File: src/design/dense_matrix_multiply_defines.svh
// Assertion macros for the dense matrix multiply block.
// Included by files that carry concurrent assertions; no other dependencies.
`ifndef DENSE_MATRIX_MULTIPLY_DEFINES_SVH
`define DENSE_MATRIX_MULTIPLY_DEFINES_SVH

// Same-cycle implication, disabled during reset.
`define DMM_ASSERT_NOW(label, clk, rstn, ante, cons) \
    label: assert property (@(posedge clk) disable iff (!(rstn)) (ante) |-> (cons)) \
        else $error("dmm: assertion failed");

// Next-cycle implication, disabled during reset.
`define DMM_ASSERT_NEXT(label, clk, rstn, ante, cons) \
    label: assert property (@(posedge clk) disable iff (!(rstn)) (ante) |=> (cons)) \
        else $error("dmm: assertion failed");

`endif

File: src/design/dmm_ram.sv
// Generic simple dual-port RAM: one write port, one read port, registered read.
// No dependencies.
module dmm_ram #(
    parameter int WIDTH = 32,
    parameter int DEPTH = 64
) (
    input  logic                       aclk,
    input  logic                       we,
    input  logic [((DEPTH > 1) ? $clog2(DEPTH) : 1)-1:0] waddr,
    input  logic [WIDTH-1:0]           wdata,
    input  logic [((DEPTH > 1) ? $clog2(DEPTH) : 1)-1:0] raddr,
    output logic [WIDTH-1:0]           rdata
);
    logic [WIDTH-1:0] mem [DEPTH];
    logic [WIDTH-1:0] rdata_reg;

    always_ff @(posedge aclk) begin
        if (we) begin
            mem[waddr] <= wdata;
        end
        rdata_reg <= mem[raddr];
    end

    assign rdata = rdata_reg;
endmodule

File: config.mk
export PLATFORM = sky130hd
export DESIGN_NAME = dmm_ram
export DESIGN_NICKNAME = d
export VERILOG_FILES = /design/src/design/dense_matrix_multiply_defines.svh /design/src/design/dmm_ram.sv
export SDC_FILE = /design/constraint.sdc
export NUM_CORES = 2
export LEC_CHECK = 0
export BUFFER_PORTS_ARGS = -buffer_cell sky130_fd_sc_hd__buf_2
export CORE_MARGIN = 2
export CORE_UTILIZATION = 61
export DETAILED_ROUTE_END_ITERATION = 10
export PLACE_DENSITY = 0.81
export REMOVE_ABC_BUFFERS = 1
export SLEW_MARGIN = 10
export SYNTH_ARGS = -nofsm -noshare
export SYNTH_HDL_FRONTEND = slang
export SYNTH_SLANG_ARGS = --single-unit
File: constraint.sdc
create_clock -name aclk -period 4.5 [get_ports aclk]
set_input_delay 0.225 -clock aclk [delete_from_list [all_inputs] [get_ports aclk]]
set_output_delay 0.225 -clock aclk [all_outputs]
set_load 0.05 [all_outputs]
Yosys cells after proc, flatten, opt, wreduce, memory -nomap -nowiden:

Memories as Yosys holds them, arrays and structs flattened. A register that Yosys moved wholly into a read port is not among the register bits.
Cells that the tools add are included.

* word-level logic and storage cells: 3
* memories: 1
* flip-flop bits (word level): 0
* bits in writable memories: 2048
* input port bits: 46

Memories
* mem: depth 64, width 32, read ports 1, clocked after Yosys merged registers in 1, wr ports 1, line dmm_ram.sv:14 `logic [WIDTH-1:0] mem [DEPTH];`

* muxes and demuxes: 2

Operators by type and width (count)
* $mux 1: 2

Depth between registers and ports, before layout:

* depth in word-level cells: 2
* mapped depth: 10
* depth with buffers taken out: 5

Least setup slack after synthesis:

OpenSTA, ideal clock, no wires.

* path kind: input port to flip-flop
* from: input waddr[3] in the netlist's numbering
* to: memory mem[48][0] (enable)
* data arrival time: 2924 ps
* stages on the path: 4
* slack: 1115 ps
* path through: clkbuf_1 > nor2b_1 > nand4b_1 > nor3_1

RTL lines
* start: declaration: line dmm_ram.sv:9 `input logic [((DEPTH > 1) ? $clog2(DEPTH) : 1)-1:0] waddr,`
* end: declaration: line dmm_ram.sv:14

Straight into the memory's write port.

==> summary.txt <==
Outcome
  • Outcome: finished clean

Critical path
  • Startpoint Class: input pin
  • RR Endpoint: rdata[20]
  • CP max FO: 52
  • Reg2reg setup slack: about 1.7 ns
  • Worst R2R Path Depth: 5
  • R2R Path Start: mem[36][20]
  • WS Path Type: input pin to flop
  • Critical Path Sink Type: flop
  • Worst Path Arrival: 3.75 ns
  • CP Data Required Time: approximately 5.1 ns

Timing
  • Rel. slew slack: 10.3%
  • Final min period: 3.18 ns
  • Fin. max-slew vios: 0
  • Fin Setup TNS: 0 ns
  • Achievable frequency: between 300 and 400 MHz
  • Final hold slack: about 0.00093 ns
  • Hold Vio Cnt, Final: 0
  • Finish-stage setup viols: 0
  • Slew @ Worst Pin: roughly 1.3 ns
  • Unrepaired setup endpoints after global routing: no
  • Clk_skew: ~0.038 ns
  • Final period util: between 70% and 80%

Pwr
  • PwrDens: around 450 nW/µm²
  • Net switching power: between 8 and 9 mW
  • Sw Share: around 22%
  • Sequential share of power: between 50% and 60%
  • Logic pwr share: under 10%
  • Pint: slightly above 30 mW
  • Clock power frac: between 40% and 50%
  • Leakage dissipation: 27.6 nW
  • Max IR drop VDD: 0.000439 V

Detailed routing
  • Wirelength per Cell: 39.6 µm
  • Drt via density: about 7.3
  • Metal2 WL: 103000 µm
  • DRC: 0
  • Routed wire length: 214000 µm
  • Max layer used: met5
  • Wire length on met1: approximately 69000 µm
  • Pre-Repair DR Iteration Count: 5
  • Starting DRC count in detailed routing: 7577
  • WL met3: between 20000 and 30000 µm
  • Antenna-violating nets left: 0
  • Via count: between 30k and 40k

Die
  • Core Area: around 130000 µm²
  • I/O pin count: slightly below 80
  • Number of core rows: between 100 and 150
  • Chip width: 363 µm
  • Starting Density: approximately three fifths
  • Die area: ~130000 µm²
  • DIE HEIGHT: between 300 and 400 µm

Global routing
  • Vias in the first global route: 39.7k
  • Largest net degree at the start of global routing: a little over 80
  • Total track usage: around a third
  • Initial antenna violation count: 15
  • First-pass GRT wire length: 301000 µm
  • Grt total ovfl: 0

Min path
  • Hold path start: wdata[12]
  • Worst Hold End: mem[0][12]
  • Hold/Removal Path Class: input pin to flop
  • Hold depth: 1

Finish
  • Net count, final: 3614
  • Share of cells above drive strength 1: 29.4%
  • Max FFs per register: around 2.0k
  • Most frequent cells in the layout: edfxtp_1 (2048), mux4_2 (544), clkbuf_16 (197)
  • Synth-to-Final Area Change: 12.4%
  • Filler Cell Count: between 6k and 7k
  • Commonest non-fill, non-tap cell in the layout: edfxtp_1

Synthesis
  • Mean Syn Cell Area: about 24 µm²
  • Area of the mapped netlist: roughly 80000 µm²
  • Top FF cell, synth: edfxtp_1
  • Unique masters post-synth: 34
  • Yosys reg bits: approximately 2.1k
  • Register area share after synthesis: between 70% and 80%
  • YS warnings: 0
  • Post-synth EDFFs: between 2k and 2.5k
  • Post-Synthesis Cells: about 3.3k
  • Ys async rst share: 0%

Clocking
  • CTS sink count: about 2.1k
  • CTS clk-pin slew, worst paths: 0.06 ns
  • Clock root buffer: clkbuf_16
  • Clock Latency Late Sink: between 0.8 and 0.9 ns
  • CTS H-tree depth: 4
  • Cts bufs inserted: around 190
  • Post-CTS sizing: 0
  • CTS tree: built
  • CTS max path bufs: 3

Placement
  • I/O Buffers: 77
  • GP Congestion: approximately 0.86
  • Post-DP HPWL: around 110000 µm

Flow run
  • Maxcap violations: 0
-- worst max path at each step --
stage / endpoint / from / slack (ns) / cells after the start
2_1_floorplan: mem[48][0] / we / 1.27 / 3
3_3_place_gp: rdata[20] / raddr[0] / 0.67 / 8
3_5_place_dp: rdata[20] / raddr[0] / 0.67 / 8
4_1_cts: mem[7][14] / waddr[1] / 1.48 / 5
5_1_grt: rdata[20] / raddr[0] / 1.19 / 8
6_report: rdata[20] / raddr[0] / 1.32 / 8
-- critical path, cell delays in order --
cell	delay, ns
buf_8	0.49
buf_12	0.32
buf_12	0.30
mux4_2	0.53
mux2i_1	0.25
nor2_1	0.08
o32ai_1	1.11
nor3_1	0.33
-- cells by family after synthesis --
logic type | Yosys count | synth area share [%]
multiplexers | 637 | 16.8
buffers and inverters | 182 | 1.13
AND/OR/NAND/NOR | 223 | 1.27
AO/OA/AOI/OAI | 202 | 1.67
flip-flops | 2080 | 79.1
-- metrics by stage --
step                      power [mW]  cell area [µm²]  utilization (%)  setup slack [ns]  cells
final                           39.9            88200             69.1              1.32   5391
after global routing            40.6            88200             69.1              1.19   5387
after CTS                       39.9            88100             69.0              1.48   5381
after detailed placement        24.1            82000             64.2             0.668   5026
after global placement          24.0            82000             64.2             0.669   5026
after floorplan                 22.8            77600                -              1.27   3142
-- power groups by stage --
| stage | Clock, mW | Combinational (mW) | Sequential [mW] |
|---|---|---|---|
| floorplan | 0 | 0.794 | 22.0 |
| global placement | 0 | 2.05 | 22.0 |
| detailed placement | 0 | 2.11 | 22.0 |
| CTS | 16.1 | 2.17 | 21.6 |
| global route | 16.8 | 2.27 | 21.6 |
| finish | 16.1 | 2.21 | 21.6 |
-- cells in the mapped netlist, types with 7 or more instances --
| library cell | count | share of area [%] |
|---|---|---|
| nor2b_1 | 15 | 0.12 |
| dfxtp_1 | 32 | 0.82 |
| o221ai_1 | 27 | 0.30 |
| buf_1 | 21 | 0.10 |
| nand2_1 | 26 | 0.12 |
| mux4_2 | 544 | 16 |
| nor3_1 | 7 | 0.045 |
| o22ai_1 | 84 | 0.67 |
| edfxtp_1 | 2048 | 78 |
| nor2_1 | 137 | 0.65 |
| a311oi_1 | 8 | 0.089 |
| clkbuf_1 | 74 | 0.35 |
| nand2b_1 | 8 | 0.064 |
| buf_2 | 57 | 0.36 |
| mux2i_1 | 93 | 1.2 |
| a21oi_1 | 62 | 0.40 |
| buf_4 | 25 | 0.24 |
| a22oi_1 | 12 | 0.11 |
-- layer usage --
metal	vias to the layer above	GRT usage, %
met5	-	0
met1	20339	43.9
met3	693	8.53
met4	18	15.5
met2	3672	52.5
li1	14751	-
-- what timing repair did --
item | in CTS | in global routing
setup buffers | 0 | 0
hold buffers | 3 | 5
hold endpoints to repair | 14 | 50
-- cell type report --
type | count | area (µm²) | share of cell area (%)
Antenna cell | 4 | 10.0 | 0.0113
Clock buffer | 264 | 5310 | 6.02
Clock inverter | 88 | 807 | 0.915
Multi-Input combinational cell | 1062 | 16000 | 18.1
Sequential cell | 2080 | 62100 | 70.4
Tap cell | 1662 | 2080 | 2.36
Timing Repair Buffer | 231 | 1920 | 2.18
Power figures use the tool's default switching activity.
